[config.mk]
export PLATFORM = sky130hd
export DESIGN_NAME = gpp_ctrl
export DESIGN_NICKNAME = d
export VERILOG_FILES = /design/src/rtl/gpp_pkg.sv /design/src/rtl/gpp_ctrl.sv
export SDC_FILE = /design/constraint.sdc
export NUM_CORES = 1
export LEC_CHECK = 0
export BUFFER_PORTS_ARGS = -buffer_cell sky130_fd_sc_hd__buf_4
export CORE_ASPECT_RATIO = 1.2
export CORE_UTILIZATION = 58
export CTS_CLUSTER_SIZE = 25
export DETAILED_ROUTE_END_ITERATION = 8
export PLACE_DENSITY = 0.8
export SLEW_MARGIN = 20
export SYNTH_ARGS = -nofsm -noshare
export SYNTH_HDL_FRONTEND = slang
export SYNTH_SLANG_ARGS = --single-unit
[constraint.sdc]
create_clock -name clk -period 3.37 [get_ports clk]
set_input_delay 0.1685 -clock clk [delete_from_list [all_inputs] [get_ports clk]]
set_output_delay 0.1685 -clock clk [all_outputs]
set_load 0.01 [all_outputs]
[src/rtl/gpp_pkg.sv]
package gpp_pkg;

	localparam int GRID_SIZE_DEF = 64;

	localparam int CELL_W = 2;
	localparam int POS_OUT_W = 6;

	localparam logic [CELL_W-1:0] CELL_BLANK = 2'd0;
	localparam logic [CELL_W-1:0] CELL_STAR  = 2'd1;
	localparam logic [CELL_W-1:0] CELL_HASH  = 2'd2;

	localparam logic OP_DRAW = 1'b0;
	localparam logic OP_READ = 1'b1;

	localparam logic [1:0] HEAD_NORTH = 2'd0;
	localparam logic [1:0] HEAD_SOUTH = 2'd1;
	localparam logic [1:0] HEAD_WEST  = 2'd2;
	localparam logic [1:0] HEAD_EAST  = 2'd3;

	typedef enum logic [2:0] {
		ST_CLEAR,
		ST_IDLE,
		ST_READ,
		ST_MOVE,
		ST_DONE
	} gpp_state_t;

	// Lowest field in the lowest bits, matching the stream packing.
	typedef struct packed {
		logic [5:0] read_col;
		logic [5:0] read_row;
		logic       bold;
		logic [7:0] step_count;
		logic [1:0] heading;
		logic       pen_down;
		logic       opcode;
	} gpp_cmd_t;

	typedef struct packed {
		logic [CELL_W-1:0]    cell_value;
		logic [POS_OUT_W-1:0] pen_col_out;
		logic [POS_OUT_W-1:0] pen_row_out;
		logic                 move_accepted;
	} gpp_res_t;

endpackage

[src/rtl/gpp_ctrl.sv]
module gpp_ctrl
	import gpp_pkg::*;
#(
	parameter int GRID_SIZE = GRID_SIZE_DEF,
	localparam int CW = $clog2(GRID_SIZE),
	localparam int AW = 2 * CW
) (
	input  logic              clk,
	input  logic              arst_n,
	input  logic              cmd_valid,
	input  gpp_cmd_t          cmd,
	output logic              ready,
	output logic              res_valid,
	output gpp_res_t          res,
	input  logic              res_take,
	output logic              ram_we,
	output logic [AW-1:0]     ram_waddr,
	output logic [CELL_W-1:0] ram_wdata,
	output logic [AW-1:0]     ram_raddr,
	input  logic [CELL_W-1:0] ram_rdata
);

	localparam int CMPW = ((CW > 8) ? CW : 8) + 1;
	localparam logic [CMPW-1:0] LAST_E = CMPW'(GRID_SIZE - 1);

	gpp_state_t state_q, state_n;

	logic [AW-1:0]     clr_q;
	logic [CW-1:0]     pen_row_q, pen_col_q;
	logic [CW-1:0]     cur_row_q, cur_col_q;
	logic [CW-1:0]     cur_row_nxt, cur_col_nxt;
	logic [7:0]        cnt_q;
	logic [1:0]        hdg_q;
	logic              bold_q;
	logic              in_range_q;
	logic              acc_q;
	logic [CELL_W-1:0] cell_q;

	logic              wr_vld_s1;
	logic [AW-1:0]     wr_addr_s1;
	logic              wr_bold_s1;

	logic              start;
	logic              move_ok;
	logic              in_range;
	logic [CMPW-1:0]   row_e, col_e, st_e;
	logic [CW-1:0]     fin_row, fin_col;

	assign start = cmd_valid && ready;
	assign row_e = CMPW'(pen_row_q);
	assign col_e = CMPW'(pen_col_q);
	assign st_e  = CMPW'(cmd.step_count);
	assign in_range = (32'(cmd.read_row) < GRID_SIZE) && (32'(cmd.read_col) < GRID_SIZE);

	// Bounds check and final position of a draw move.
	always_comb begin
		move_ok = 1'b0;
		fin_row = pen_row_q;
		fin_col = pen_col_q;
		case (cmd.heading)
			HEAD_NORTH: begin
				move_ok = st_e <= row_e;
				fin_row = CW'(row_e - st_e);
			end
			HEAD_SOUTH: begin
				move_ok = (row_e + st_e) <= LAST_E;
				fin_row = CW'(row_e + st_e);
			end
			HEAD_WEST: begin
				move_ok = st_e <= col_e;
				fin_col = CW'(col_e - st_e);
			end
			default: begin
				move_ok = (col_e + st_e) <= LAST_E;
				fin_col = CW'(col_e + st_e);
			end
		endcase
	end

	always_comb begin
		cur_row_nxt = cur_row_q;
		cur_col_nxt = cur_col_q;
		case (hdg_q)
			HEAD_NORTH: cur_row_nxt = cur_row_q - 1'b1;
			HEAD_SOUTH: cur_row_nxt = cur_row_q + 1'b1;
			HEAD_WEST:  cur_col_nxt = cur_col_q - 1'b1;
			default:    cur_col_nxt = cur_col_q + 1'b1;
		endcase
	end

	always_comb begin
		state_n = state_q;
		unique case (state_q)
			ST_CLEAR: begin
				if (clr_q == '1) state_n = ST_IDLE;
			end
			ST_IDLE: begin
				if (start) begin
					if (cmd.opcode == OP_READ) begin
						state_n = ST_READ;
					end else if (move_ok && cmd.pen_down && cmd.step_count != 8'd0) begin
						state_n = ST_MOVE;
					end else begin
						state_n = ST_DONE;
					end
				end
			end
			ST_READ: state_n = ST_DONE;
			ST_MOVE: begin
				if (cnt_q == 8'd1) state_n = ST_DONE;
			end
			ST_DONE: begin
				if (res_take) state_n = ST_IDLE;
			end
			default: state_n = ST_IDLE;
		endcase
	end

	always_comb begin
		ready     = 1'b0;
		res_valid = 1'b0;
		ram_raddr = '0;
		unique case (state_q)
			ST_CLEAR: ram_raddr = '0;
			ST_IDLE: begin
				ready     = 1'b1;
				ram_raddr = {CW'(cmd.read_row), CW'(cmd.read_col)};
			end
			ST_READ: ram_raddr = '0;
			ST_MOVE: ram_raddr = {cur_row_nxt, cur_col_nxt};
			ST_DONE: res_valid = 1'b1;
			default: ram_raddr = '0;
		endcase
	end

	// Write side: sweep during clear, else finish the mark read last cycle.
	always_comb begin
		ram_we    = (state_q == ST_CLEAR) || wr_vld_s1;
		ram_waddr = (state_q == ST_CLEAR) ? clr_q : wr_addr_s1;
		if (state_q == ST_CLEAR) begin
			ram_wdata = CELL_BLANK;
		end else if (wr_bold_s1 || ram_rdata == CELL_HASH) begin
			ram_wdata = CELL_HASH;
		end else begin
			ram_wdata = CELL_STAR;
		end
	end

	assign res = '{
		cell_value:    cell_q,
		pen_col_out:   POS_OUT_W'(pen_col_q),
		pen_row_out:   POS_OUT_W'(pen_row_q),
		move_accepted: acc_q
	};

	always_ff @(posedge clk or negedge arst_n) begin
		if (!arst_n) begin
			state_q   <= ST_CLEAR;
			clr_q     <= '0;
			pen_row_q <= '0;
			pen_col_q <= '0;
			wr_vld_s1 <= 1'b0;
		end else begin
			state_q <= state_n;
			if (state_q == ST_CLEAR) begin
				clr_q <= clr_q + 1'b1;
			end
			if (start && cmd.opcode == OP_DRAW && move_ok) begin
				pen_row_q <= fin_row;
				pen_col_q <= fin_col;
			end
			wr_vld_s1 <= (state_q == ST_MOVE);
		end
	end

	always_ff @(posedge clk) begin
		if (start) begin
			cur_row_q  <= pen_row_q;
			cur_col_q  <= pen_col_q;
			cnt_q      <= cmd.step_count;
			hdg_q      <= cmd.heading;
			bold_q     <= cmd.bold;
			in_range_q <= in_range;
			acc_q      <= (cmd.opcode == OP_DRAW) && move_ok;
			cell_q     <= CELL_BLANK;
		end
		if (state_q == ST_READ) begin
			cell_q <= in_range_q ? ram_rdata : CELL_BLANK;
		end
		if (state_q == ST_MOVE) begin
			cur_row_q <= cur_row_nxt;
			cur_col_q <= cur_col_nxt;
			cnt_q     <= cnt_q - 1'b1;
		end
		wr_addr_s1 <= {cur_row_nxt, cur_col_nxt};
		wr_bold_s1 <= bold_q;
	end

endmodule

==> results of run 1 <==
==> final cells by class <==
type                    count  area (µm²)  share of cell area
inverters                  42         158              0.0284
flip-flops and latches     67        1740               0.313
multi-input cells         353        2700               0.486
clock buffers              11         141              0.0254
repair buffers             89         673               0.121
clock inverters             5        27.5             0.00495
well taps                  92         115              0.0207
==> cells in the final DEF, fill, tap and decap left out, types with 6 or more instances in the layout <==
cell,synthesis,final
clkbuf_8,0,10
o21ai_0,29,29
nor3_1,14,13
buf_4,2,87
a21oi_1,23,23
nor2_1,23,23
nand2_1,32,32
mux2_2,18,18
nand2b_1,9,9
nand4_1,8,8
dfxtp_1,13,13
nor2b_1,13,13
and2_1,7,7
nand3_1,8,8
dfrtp_1,28,28
xor2_1,10,10
edfxtp_1,26,26
xnor2_1,25,25
a21o_1,21,21
inv_1,42,42
fa_1,6,6
ha_1,45,45
mux2i_1,13,13
==> path summary, 6_finish.rpt <==
path                               from            to  slack, ns
setup / recovery               hdg_q[0]  ram_raddr[5]       0.27
hold / removal                   cmd[0]    state_q[0]       0.06
setup reg to reg           pen_row_q[0]  pen_row_q[3]       0.33
hold reg to reg                  bold_q    wr_bold_s1       0.35
max in group asynchronous        arst_n      clr_q[6]       2.77
min in group asynchronous        arst_n      clr_q[1]       0.29
==> metrics by stage <==
stage,hold WS [ns],instance area [µm²]
after global routing,0.0584,5560
after floorplan,-0.127,4670
after detailed placement,0.131,5330
after global placement,0.132,5330
final,0.0580,5560
after CTS,0.0439,5520
==> routing by layer <==
layer,share of wire,wire (µm),up-vias
li1,-,-,1850
met1,0.40,4610,1827
met2,0.50,5790,154
met3,0.056,649,43
met4,0.040,459,0
met5,0,0,-
==> critical path: stages, from the launching register on <==
cell	delay, ns
edfxtp_1	0.47
nand2b_1	0.26
inv_1	0.17
ha_1	0.25
a21o_1	0.19
a21oi_1	0.25
nor2b_1	0.10
nand4_1	0.09
nor3b_1	0.23
xor2_1	0.29
o21ai_0	0.13
buf_4	0.16
==> registers in the layout, indices dropped and copies added, names as in the netlist <==
register	count
clr_q	12
wr_addr_s1	12
cnt_q	8
cur_col_q	6
cur_row_q	6
pen_col_q	6
pen_row_q	6
state_q	3
cell_q	2
hdg_q	2
acc_q	1
bold_q	1
wr_bold_s1	1
wr_vld_s1	1
==> cells in the mapped netlist, drive strengths merged, types with 2 or more instances <==
cell type   n
nand3       8
o41ai       2
nor3b       2
and4        2
clkbuf     11
or2         3
a221oi      3
inv        42
a31oi       3
xnor2      25
or3         3
nor3       15
and3        5
nand2b      9
nand4       8
buf         4
dfrtp      28
a21oi      23
mux2i      13
fa          6
nor2b      13
o311ai      2
ha         45
o21ai      29
nand2      32
dfxtp      13
and2        7
mux2       19
edfxtp     26
nor4        3
xor2       10
a21o       21
a41oi       2
o211ai      2
nor4b       3
nor2       23
==> power groups by stage <==
stage	clock, mW	sequential (mW)	combinational [mW]
final	0.610	1.42	2.32
after global routing	0.649	1.46	2.56
after CTS	0.615	1.42	2.30
after detailed placement	0	1.43	2.28
after global placement	0	1.41	2.23
after floorplan	0	1.36	1.51
==> cells by family (layout without fill, tap and decap cells) <==
family                     count (synthesis)  in the layout  synth area share
AOI/OAI and AO/OA                         95             95             0.129
xor gates and xnor gates                  35             35            0.0657
adders and majority gates                 51             51             0.146
buffers and inverters                     57            147            0.0490
DFF                                       67             67             0.373
muxes                                     32             32            0.0745
and+or+nand+nor                          140            140             0.162
==> timing repair <==
action / 4_1_cts / 5_1_grt
hold endpoints to repair: 29 / 0
setup endpoints to repair: 0 / 2
setup buffers: 0 / 5
resized for setup: 0 / 0
hold buffers: 2 / 0
==> results.txt, run 1 <==
----------------------------------------------------
[Run status]
  Result of the run ... complete, but fails checks
  Violated checks ... DRC

[Drt]
  Final ANT Viol Nets ... 0
  Vias per Instance ... roughly 6
  DRC ... 11
  Routed Wire Length ... ~12 mm
  Number of DRC markers after the initial detailed-route iteration ... 164
  Mean routed wirelength per cell ... approximately 17 µm
  Detailed-router iteration count before antenna repair ... 7
  Overall via count from detail_route ... between 3000 and 4000

[Clocking]
  Number of sinks handled by clock tree synthesis ... 67
  Worst-Skew Late Latency ... roughly 0.35 ns
  Clk root buf ... clkbuf_8
  Max Buffers Root-to-Sink ... 2
  # H-tree levels ... 3
  Clock buffer count from CTS ... 9
  TritonCTS clock tree ... built
  Post-CTS clock slew at the launch and capture registers of the worst setup and hold paths ... around 0.080 ns

[Pwr]
  Largest voltage drop on the vdd net ... between 300 and 400 µV
  Sw power ... between 1.5 and 2 mW
  Post-route total power ... 4.36 mW
  Sequential fraction of design power ... 0.327
  Net switching fraction of the power ... 0.405
  Clk network pwr share ... 0.140
  Leak ... 2.65 nW
  Ratio of total power to cell area ... about 780 mW/mm²
  Internal ... between 2 and 3 mW
  Share of total power in combinational logic ... 0.533

[Yosys]
  Area of the mapped netlist ... between 0.004 and 0.005 mm²
  Mapped Nets ... 559
  Number of enable flip-flop cells after synthesis ... 26
  Avg Synthesized Cell Area ... slightly below 10 µm²
  Primary flip-flop cell chosen by synthesis mapping ... dfrtp_1
  Post-Syn Instances ... ~480
  Synth top area share ... 0.167
  Part of the Yosys area used for sequential elements ... 0.373
  Synth area leader ... edfxtp_1
  Cell types with the largest area share after synthesis ... edfxtp_1, dfrtp_1, ha_1
  Synth async-reset ratio ... 0.418
  Number of distinct library cells after synthesis ... 55
  Flop and latch count out of synthesis ... 67
  Synth Warn # ... 0

[Worst hold path]
  Path category of the worst min-delay check ... input port to flip-flop
  Cell depth of the worst min-delay path ... 2

[Timing]
  Final Worst Setup Slack ... about 0.27 ns
  Number of endpoints with negative hold slack in the final report ... 0
  Slew at the pin closest to its max-slew limit ... around 0.83 ns
  Final slew viol count ... 0
  Clock period minus final worst setup slack ... about 3.1 ns
  Upper clock frequency limit ... ~0.32 GHz
  Final setup TNS ... 0 ns
  Ratio of final minimum period to clock period ... 0.921
  Max transition margin ... 0.444
  Final setup violation count ... 0
  Final clock skew ... approximately 0.014 ns

[Floorplanning]
  Die boundary height ... roughly 100 µm
  Row Count ... 35
  Total I/O pin count ... 75
  Die area ... approximately 0.0084 mm²
  Floorplan die width ... roughly 84 µm
  Core box area ... ~0.0078 mm²
  Starting density of the core ... 0.602

[Layout]
  Number of antenna cells inserted ... 0
  Synth-to-layout area growth ... 19.1%
  NumNets Final ... about 640
  Utilization after layout ... 0.717
  Filler cell count in the final layout ... 592
  Share of post-route cells with drive strength above 1 ... 0.229
  Number of standard cells in the final layout excluding fillers ... 659

[Critical path]
  Type of element capturing the critical path ... output pin
  Type of origin of the critical path ... flip-flop
  Data required time at the worst endpoint ... 3.20 ns
  Largest fanout on the critical path ... 5
  Length in cells of the worst reg-to-reg path ... 9
  Critical path arrival ... between 2 and 3 ns
  Critical setup path kind ... flip-flop to output pin

[Global route]
  Total global-route track usage ... 0.290
  Met1 routing resource usage after global routing ... 0.343
  Number of global-route vias before repair ... between 3000 and 4000
  Routing usage on met2 ... 0.509
  Global-route wire length before repair ... 18.8 mm
  Gr ovfl total ... 0
  Largest net degree at the start of global routing ... 29
  Met3 Track Usage GR ... 0.0543
  Initial antenna violation count ... 0
  Most heavily used metal layer in global routing ... met2

[Job]
  Maxcap violations ... 0

[Placed design]
  Half-perimeter wire length after placement ... approximately 8.6 mm
  Final Wtd Congestion ... between 0.9 and 1
  Setup WS pre-CTS ... 0.369 ns
  Port-buffer cells ... between 70 and 80
  Number of placed instances with taps included ... 636

----------------------------------------------------
(Power assumes the default switching activity.)
==> run 2, diff against run 1 <==
--- a/config.mk
+++ b/config.mk
@@ -7,10 +7,11 @@
 export LEC_CHECK = 0
 export BUFFER_PORTS_ARGS = -buffer_cell sky130_fd_sc_hd__buf_4
 export CORE_ASPECT_RATIO = 1.2
-export CORE_UTILIZATION = 58
+export CORE_UTILIZATION = 59
+export CTS_BUF_LIST = sky130_fd_sc_hd__clkbuf_8
 export CTS_CLUSTER_SIZE = 25
 export DETAILED_ROUTE_END_ITERATION = 8
-export PLACE_DENSITY = 0.8
+export PLACE_DENSITY = 0.81
 export SLEW_MARGIN = 20
 export SYNTH_ARGS = -nofsm -noshare
 export SYNTH_HDL_FRONTEND = slang
==> results.txt, run 2 (same netlist as run 1, synthesis figures left out) <==
----------------------------------------------------
[Run status]
  Result of the run ... finished clean

[Timing]
  Clock period minus final worst setup slack ... 3.15 ns (+0.0510 ns)
  Final Worst Setup Slack ... 0.216 ns (-0.0510 ns)
  Upper clock frequency limit ... 0.317 GHz (-1.6%)
  Ratio of final minimum period to clock period ... 0.936 (+0.0151)
  Final slew viol count ... 0 (unchanged)
  Slew at the pin closest to its max-slew limit ... 0.835 ns (+0.00255 ns)
  Final setup violation count ... 0 (unchanged)
  Max transition margin ... 0.442 (-0.00170)
  Unrepaired setup endpoints after global routing ... no
  Final setup TNS ... 0 ns (unchanged)
  Final clock skew ... 0.0123 ns (-0.00195 ns)
  Number of endpoints with negative hold slack in the final report ... 0 (unchanged)

[Critical path]
  Critical path arrival ... 2.99 ns (+0.06 ns)
  Data required time at the worst endpoint ... 3.20 ns (about the same)
  Type of element capturing the critical path ... output pin
  Crit path from ... hdg_q[0]
  Type of origin of the critical path ... flip-flop
  Reg-to-Reg Start ... pen_row_q[0]
  Length in cells of the worst reg-to-reg path ... 9 (unchanged)
  Largest fanout on the critical path ... 7 (+2)
  Critical setup path kind ... flip-flop to output pin
  CP peak stage delay ... 0.50 ns (+0.03 ns)
  Worst-path cell with the longest stage delay ... edfxtp_1
  Crit path cell chain ... nand2b_1 -> inv_1 -> ha_1 -> a21o_1 -> a21oi_1 -> nor2b_1 -> nand4_1 -> nor3b_1 -> xor2_1 -> o21ai_0 -> buf_4
  Timing endpoint of the critical path ... ram_raddr[5]
  Reg-to-reg setup timing slack ... 0.39 ns (+0.06 ns)
  R2r endpoint ... pen_row_q[3]

[Floorplanning]
  Total I/O pin count ... 75 (unchanged)
  Die area ... 0.00827 mm² (-1.7%)
  Floorplan die width ... 83.2 µm (-0.83%)
  Starting density of the core ... 0.609 (+0.00688)
  Row Count ... 35 (unchanged)
  Die boundary height ... 99.4 µm (-0.83%)
  Core box area ... 0.00766 mm² (-1.1%)

[Pwr]
  Largest voltage drop on the vdd net ... 628 µV (+61%)
  Leak ... 2.66 nW (+0.12%)
  Ratio of total power to cell area ... 815 mW/mm² (+4.0%)

[Worst hold path]
  Path category of the worst min-delay check ... input port to flip-flop

[Global route]
  Total global-route track usage ... 0.285 (-0.00569)
  Global-route wire length before repair ... 18.3 mm (-2.6%)
  Initial antenna violation count ... 0 (unchanged)
  Largest net degree at the start of global routing ... 29 (unchanged)
  Gr ovfl total ... 0 (unchanged)
  Number of global-route vias before repair ... 3784 (-1.2%)

[Layout]
  Final Cell Area ... 0.00559 mm² (+0.47%)
  Synth-to-layout area growth ... 19.6%
  Multi-input gate area in the final layout ... 0.00270 mm² (unchanged)
  Utilization after layout ... 0.729 (+0.0116)
  Most frequent cells in the layout ... buf_4, ha_1, inv_1
  Share of post-route cells with drive strength above 1 ... 0.221 (-0.00824)
  Total area of sequential cells ... 0.00174 mm² (unchanged)
  Filler cell count in the final layout ... 584 (-1.4%)
  Largest registers in the final layout ... clr_q: 12 flops, wr_addr_s1: 12 flops, cnt_q: 8 flops
  NumNets Final ... 638 (-0.93%)
  Number of antenna cells inserted ... 0 (unchanged)
  Most common cell after layout, fill and taps aside ... buf_4

[Drt]
  Final ANT Viol Nets ... 0 (unchanged)
  Overall via count from detail_route ... 3811 (-1.6%)
  Vias per Instance ... 5.84 (-0.72%)
  Detailed-router iteration count before antenna repair ... 4 (-3)
  Mean routed wirelength per cell ... 17.4 µm (about the same)
  Routed Wire Length ... 11.4 mm (-1.0%)
  Number of DRC markers after the initial detailed-route iteration ... 177 (+7.9%)
  DRC ... 0 (-11)

[Clocking]
  Number of sinks handled by clock tree synthesis ... 67 (unchanged)
  TritonCTS clock tree ... built
  Clock buffer count from CTS ... 9 (unchanged)
  Setup repair bufs after CTS ... 0 (unchanged)
  Clk root buf ... clkbuf_8
  CTS hold repair buffers ... 2 (unchanged)
  # H-tree levels ... 3 (unchanged)
  Post-CTS clock slew at the launch and capture registers of the worst setup and hold paths ... 0.08 ns (about the same)
  Worst-Skew Late Latency ... 0.35 ns (about the same)
  Max Buffers Root-to-Sink ... 2 (unchanged)
  Number of resized instances in the post-cts repair step ... 0 (unchanged)

[Placed design]
  Port-buffer cells ... 74 (unchanged)
  Setup WS pre-CTS ... 0.395 ns (+0.0265 ns)
  Half-perimeter wire length after placement ... 8.72 mm (+1.1%)
  Placed Instance Area ... 0.00533 mm² (-0.14%)
  Final Wtd Congestion ... 0.958 (+4.1%)

[Job]
  Maxcap violations ... 0 (unchanged)

----------------------------------------------------
## run 2: worst min-delay path by stage
stage / from / end / slack (ns) / depth (start not counted)
2_1_floorplan: arst_n / clr_q[0] / -0.13 / 0
5_1_grt: cmd[0] / state_q[0] / 0.05 / 2
4_1_cts: cmd[0] / state_q[0] / 0.05 / 2
3_5_place_dp: arst_n / clr_q[0] / 0.13 / 1
3_3_place_gp: arst_n / clr_q[2] / 0.13 / 1
6_report: cmd[0] / state_q[0] / 0.07 / 2
## run 2: cell type report
| cell class | count | share of cell area |
|---|---|---|
| tap | 92 | 0.0206 |
| timing repair buffer | 83 | 0.112 |
| inverter | 42 | 0.0282 |
| clock inverter | 7 | 0.0208 |
| multi-input combinational | 353 | 0.484 |
| clock buffer | 9 | 0.0222 |
| sequential | 67 | 0.312 |
## run 2: report_power, final
group | total (mW) | internal (mW) | switching (mW)
Sequential | 1.43 | 1.16 | 0.268
Clock | 0.822 | 0.492 | 0.330
Combinational | 2.30 | 1.13 | 1.17
## run 2: routing by layer
| metal | wire, µm | track usage | up-vias |
|---|---|---|---|
| li1 | - | - | 1836 |
| met1 | 4700 | 0.337 | 1820 |
| met2 | 5780 | 0.507 | 130 |
| met3 | 533 | 0.0515 | 25 |
| met4 | 370 | 0.125 | 0 |
| met5 | 0 | 0 | - |
## run 2: per-stage QoR
| step | hold slack [ns] | power, mW | instances |
|---|---|---|---|
| global placement | 0.128 | 3.65 | 635 |
| global route | 0.0500 | 4.86 | 653 |
| detailed placement | 0.135 | 3.73 | 635 |
| CTS | 0.0493 | 4.56 | 653 |
| floorplan | -0.127 | 2.88 | 477 |
| finish | 0.0692 | 4.55 | 653 |
## run 2: critical path: cells and delay by family, from the launching register on
kind                       cells  cell delay (ns)
AOI/OAI and AO/OA              3             0.54
xor gates and xnor gates       1             0.32
buffers and inverters          2             0.34
DFF                            1             0.50
adders and majority gates      1             0.26
and+or+nand+nor                4             0.67
==> run 3, diff against run 2 <==
--- a/config.mk
+++ b/config.mk
@@ -7,11 +7,11 @@
 export LEC_CHECK = 0
 export BUFFER_PORTS_ARGS = -buffer_cell sky130_fd_sc_hd__buf_4
 export CORE_ASPECT_RATIO = 1.2
-export CORE_UTILIZATION = 59
+export CORE_UTILIZATION = 53
 export CTS_BUF_LIST = sky130_fd_sc_hd__clkbuf_8
 export CTS_CLUSTER_SIZE = 25
 export DETAILED_ROUTE_END_ITERATION = 8
-export PLACE_DENSITY = 0.81
+export PLACE_DENSITY = 0.76
 export SLEW_MARGIN = 20
 export SYNTH_ARGS = -nofsm -noshare
 export SYNTH_HDL_FRONTEND = slang
==> constraint.sdc (replaced) <==
create_clock -name clk -period 2.65 [get_ports clk]
set_input_delay 0.1325 -clock clk [delete_from_list [all_inputs] [get_ports clk]]
set_output_delay 0.1325 -clock clk [all_outputs]
set_load 0.01 [all_outputs]
==> results.txt, run 3 (same netlist as run 1, synthesis figures left out) <==
----------------------------------------------------
[Clocking]
  Clk root buf ... clkbuf_8
  Clock buffer count from CTS ... 9 (unchanged)
  # H-tree levels ... 3 (unchanged)
  TritonCTS clock tree ... built
  Post-CTS clock slew at the launch and capture registers of the worst setup and hold paths ... 0.07 ns (about the same)
  Worst-Skew Late Latency ... 0.36 ns (about the same)
  Max Buffers Root-to-Sink ... 2 (unchanged)
  Number of sinks handled by clock tree synthesis ... 67 (unchanged)

[Floorplanning]
  Die area ... 0.00919 mm² (+11%)
  Total I/O pin count ... 75 (unchanged)
  Starting density of the core ... 0.545 (-0.0641)
  Floorplan die width ... 87.7 µm (+5.4%)
  Die boundary height ... 105 µm (+5.4%)
  Core box area ... 0.00856 mm² (+12%)
  Row Count ... 37 (+5.7%)

[Drt]
  DRC ... 0 (unchanged)
  Routed Wire Length ... 12.7 mm (+12%)
  Number of DRC markers after the initial detailed-route iteration ... 138 (-22%)
  Vias per Instance ... 5.59 (-4.3%)
  Mean routed wirelength per cell ... 17.9 µm (+2.5%)
  Uppermost layer routed ... met4
  Detail Route met3 WL ... 535 µm (+0.38%)
  Metal2 WL ... 6.92 mm (+20%)
  Overall via count from detail_route ... 3978 (+4.4%)
  Final ANT Viol Nets ... 0 (unchanged)
  Routed length on met1 ... 4.92 mm (+4.6%)
  Detailed-router iteration count before antenna repair ... 4 (unchanged)

[Worst hold path]
  Cell depth of the worst min-delay path ... 2 (unchanged)
  HP Start ... cmd[0]
  Hold-critical path endpoint ... state_q[0]
  Path category of the worst min-delay check ... input port to flip-flop

[Timing]
  Final Worst Setup Slack ... -0.0934 ns (-0.310 ns)
  Upper clock frequency limit ... ~0.36 GHz
  Unrepaired setup endpoints after global routing ... yes
  Final setup TNS ... -0.152 ns (-0.152 ns)
  Final setup violation count ... 3 (+3)
  Ratio of final minimum period to clock period ... 1.04
  Clock period minus final worst setup slack ... between 2 and 3 ns
  Final clock skew ... 0.00770 ns (-0.00463 ns)
  Final slew viol count ... 0 (unchanged)
  Max transition margin ... 0.686 (+0.244)
  Post-Route Hold Slack ... 0.0245 ns (-0.0447 ns)
  Slew at the pin closest to its max-slew limit ... 0.464 ns (-0.371 ns)
  Number of endpoints with negative hold slack in the final report ... 0 (unchanged)

[Pwr]
  Post-route total power ... 6.03 mW (+32%)
  Largest voltage drop on the vdd net ... 510 µV (-19%)
  Leak ... 2.86 nW (+7.5%)
  Ratio of total power to cell area ... 1000 mW/mm² (+23%)

[Critical path]
  Length in cells of the worst reg-to-reg path ... 12 (+3)
  Data required time at the worst endpoint ... 2.52 ns (-0.68 ns)
  Largest fanout on the critical path ... 5 (-2)
  Critical path arrival ... 2.61 ns (-0.38 ns)
  Critical setup path kind ... flip-flop to output pin
  Type of origin of the critical path ... flip-flop
  R2r endpoint ... cur_row_q[4]
  Reg-to-reg setup timing slack ... 0.05 ns (-0.34 ns)
  Reg-to-Reg Start ... hdg_q[1]
  Type of element capturing the critical path ... output pin

[Layout]
  NumNets Final ... 672 (+5.3%)
  Largest registers in the final layout ... clr_q: 12 flops, wr_addr_s1: 12 flops, cnt_q: 8 flops
  Synth-to-layout area growth ... 28.6%
  Number of antenna cells inserted ... 0 (unchanged)
  Most common cell after layout, fill and taps aside ... buf_4
  Share of post-route cells with drive strength above 1 ... 0.311 (+0.0899)
  Number of standard cells in the final layout excluding fillers ... 712 (+9.0%)
  Most frequent cells in the layout ... buf_4, inv_1, ha_1

[Placed design]
  Setup WS pre-CTS ... 0.0837 ns (-0.311 ns)
  Final Wtd Congestion ... 0.990 (+3.3%)
  Number of placed instances with taps included ... 681 (+7.2%)
  Port-buffer cells ... 74 (unchanged)
  Half-perimeter wire length after placement ... 9.40 mm (+7.8%)

[Run status]
  Result of the run ... complete, but fails checks
  Violated checks ... setup timing

[Global route]
  Number of global-route vias before repair ... 4019 (+6.2%)
  Gr ovfl total ... 0 (unchanged)
  Initial antenna violation count ... 0 (unchanged)
  Total global-route track usage ... 0.285 (about the same)
  Largest net degree at the start of global routing ... 29 (unchanged)
  Global-route wire length before repair ... 19.6 mm (+7.2%)

[Job]
  Maxcap violations ... 0 (unchanged)

----------------------------------------------------
==> run 3: cell types whose count changed in the layout (fill, tap and decap cells not counted), sizes merged <==
cell    change
inv         +1
clkbuf      +1
bufinv      -2
buf        +34
==> run 3: metal layers <==
| layer | track usage | vias to the layer above |
|---|---|---|
| met5 | 0 | - |
| met4 | 0.122 | 0 |
| met3 | 0.0434 | 27 |
| met2 | 0.512 | 120 |
| met1 | 0.327 | 1930 |
| li1 | - | 1901 |
==> run 3: worst max path at each step <==
stage                            start            end  depth (start not counted)
after global placement    pen_row_q[0]   pen_row_q[2]                         10
after global routing          hdg_q[1]  ram_raddr[10]                         11
final                         hdg_q[1]  ram_raddr[10]                         11
after floorplan           pen_row_q[0]   pen_row_q[3]                         10
after detailed placement      hdg_q[0]   ram_raddr[5]                         11
after CTS                     hdg_q[1]  ram_raddr[10]                         11
==> run 3: cell type report <==
cell class,count,area (µm²)
Fill cell,675,2560
Tap cell,117,146
Multi-Input combinational cell,353,2860
Inverter,42,163
Clock buffer,10,138
Clock inverter,6,50.0
Sequential cell,67,1740
Timing Repair Buffer,117,902
==> run 3: critical path, cell delays in order (launching register included) <==
cell and delay, ns:
edfxtp_1 0.46, nor2b_2 0.20, inv_2 0.10, fa_2 0.36, a21oi_2 0.12, nor2_1 0.05
nor2_1 0.15, xnor2_1 0.09, mux2_4 0.27, and2_4 0.16, a21o_1 0.16, buf_6 0.12
==> run 3: per-stage QoR <==
| step | instance area [µm²] | utilization |
|---|---|---|
| 4_1_cts | 5870 | 0.685 |
| 5_1_grt | 6000 | 0.701 |
| 3_5_place_dp | 5520 | 0.644 |
| 2_1_floorplan | 4670 | - |
| 6_report | 6000 | 0.701 |
| 3_3_place_gp | 5520 | 0.644 |
==> run 3: repair_timing <==
action / 4_1_cts / 5_1_grt
hold buffers: 2 / 0
setup buffers: 6 / 7
gates cloned: 0 / 0
pin swaps: 8 / 15
hold endpoints to repair: 29 / 0
resized for setup: 26 / 21
setup endpoints to repair: 6 / 13
==> run 3: power breakdown <==
part	switching, mW	total, mW	internal (mW)
Combinational	1.69	3.40	1.71
Clock	0.399	0.844	0.446
Sequential	0.309	1.78	1.47
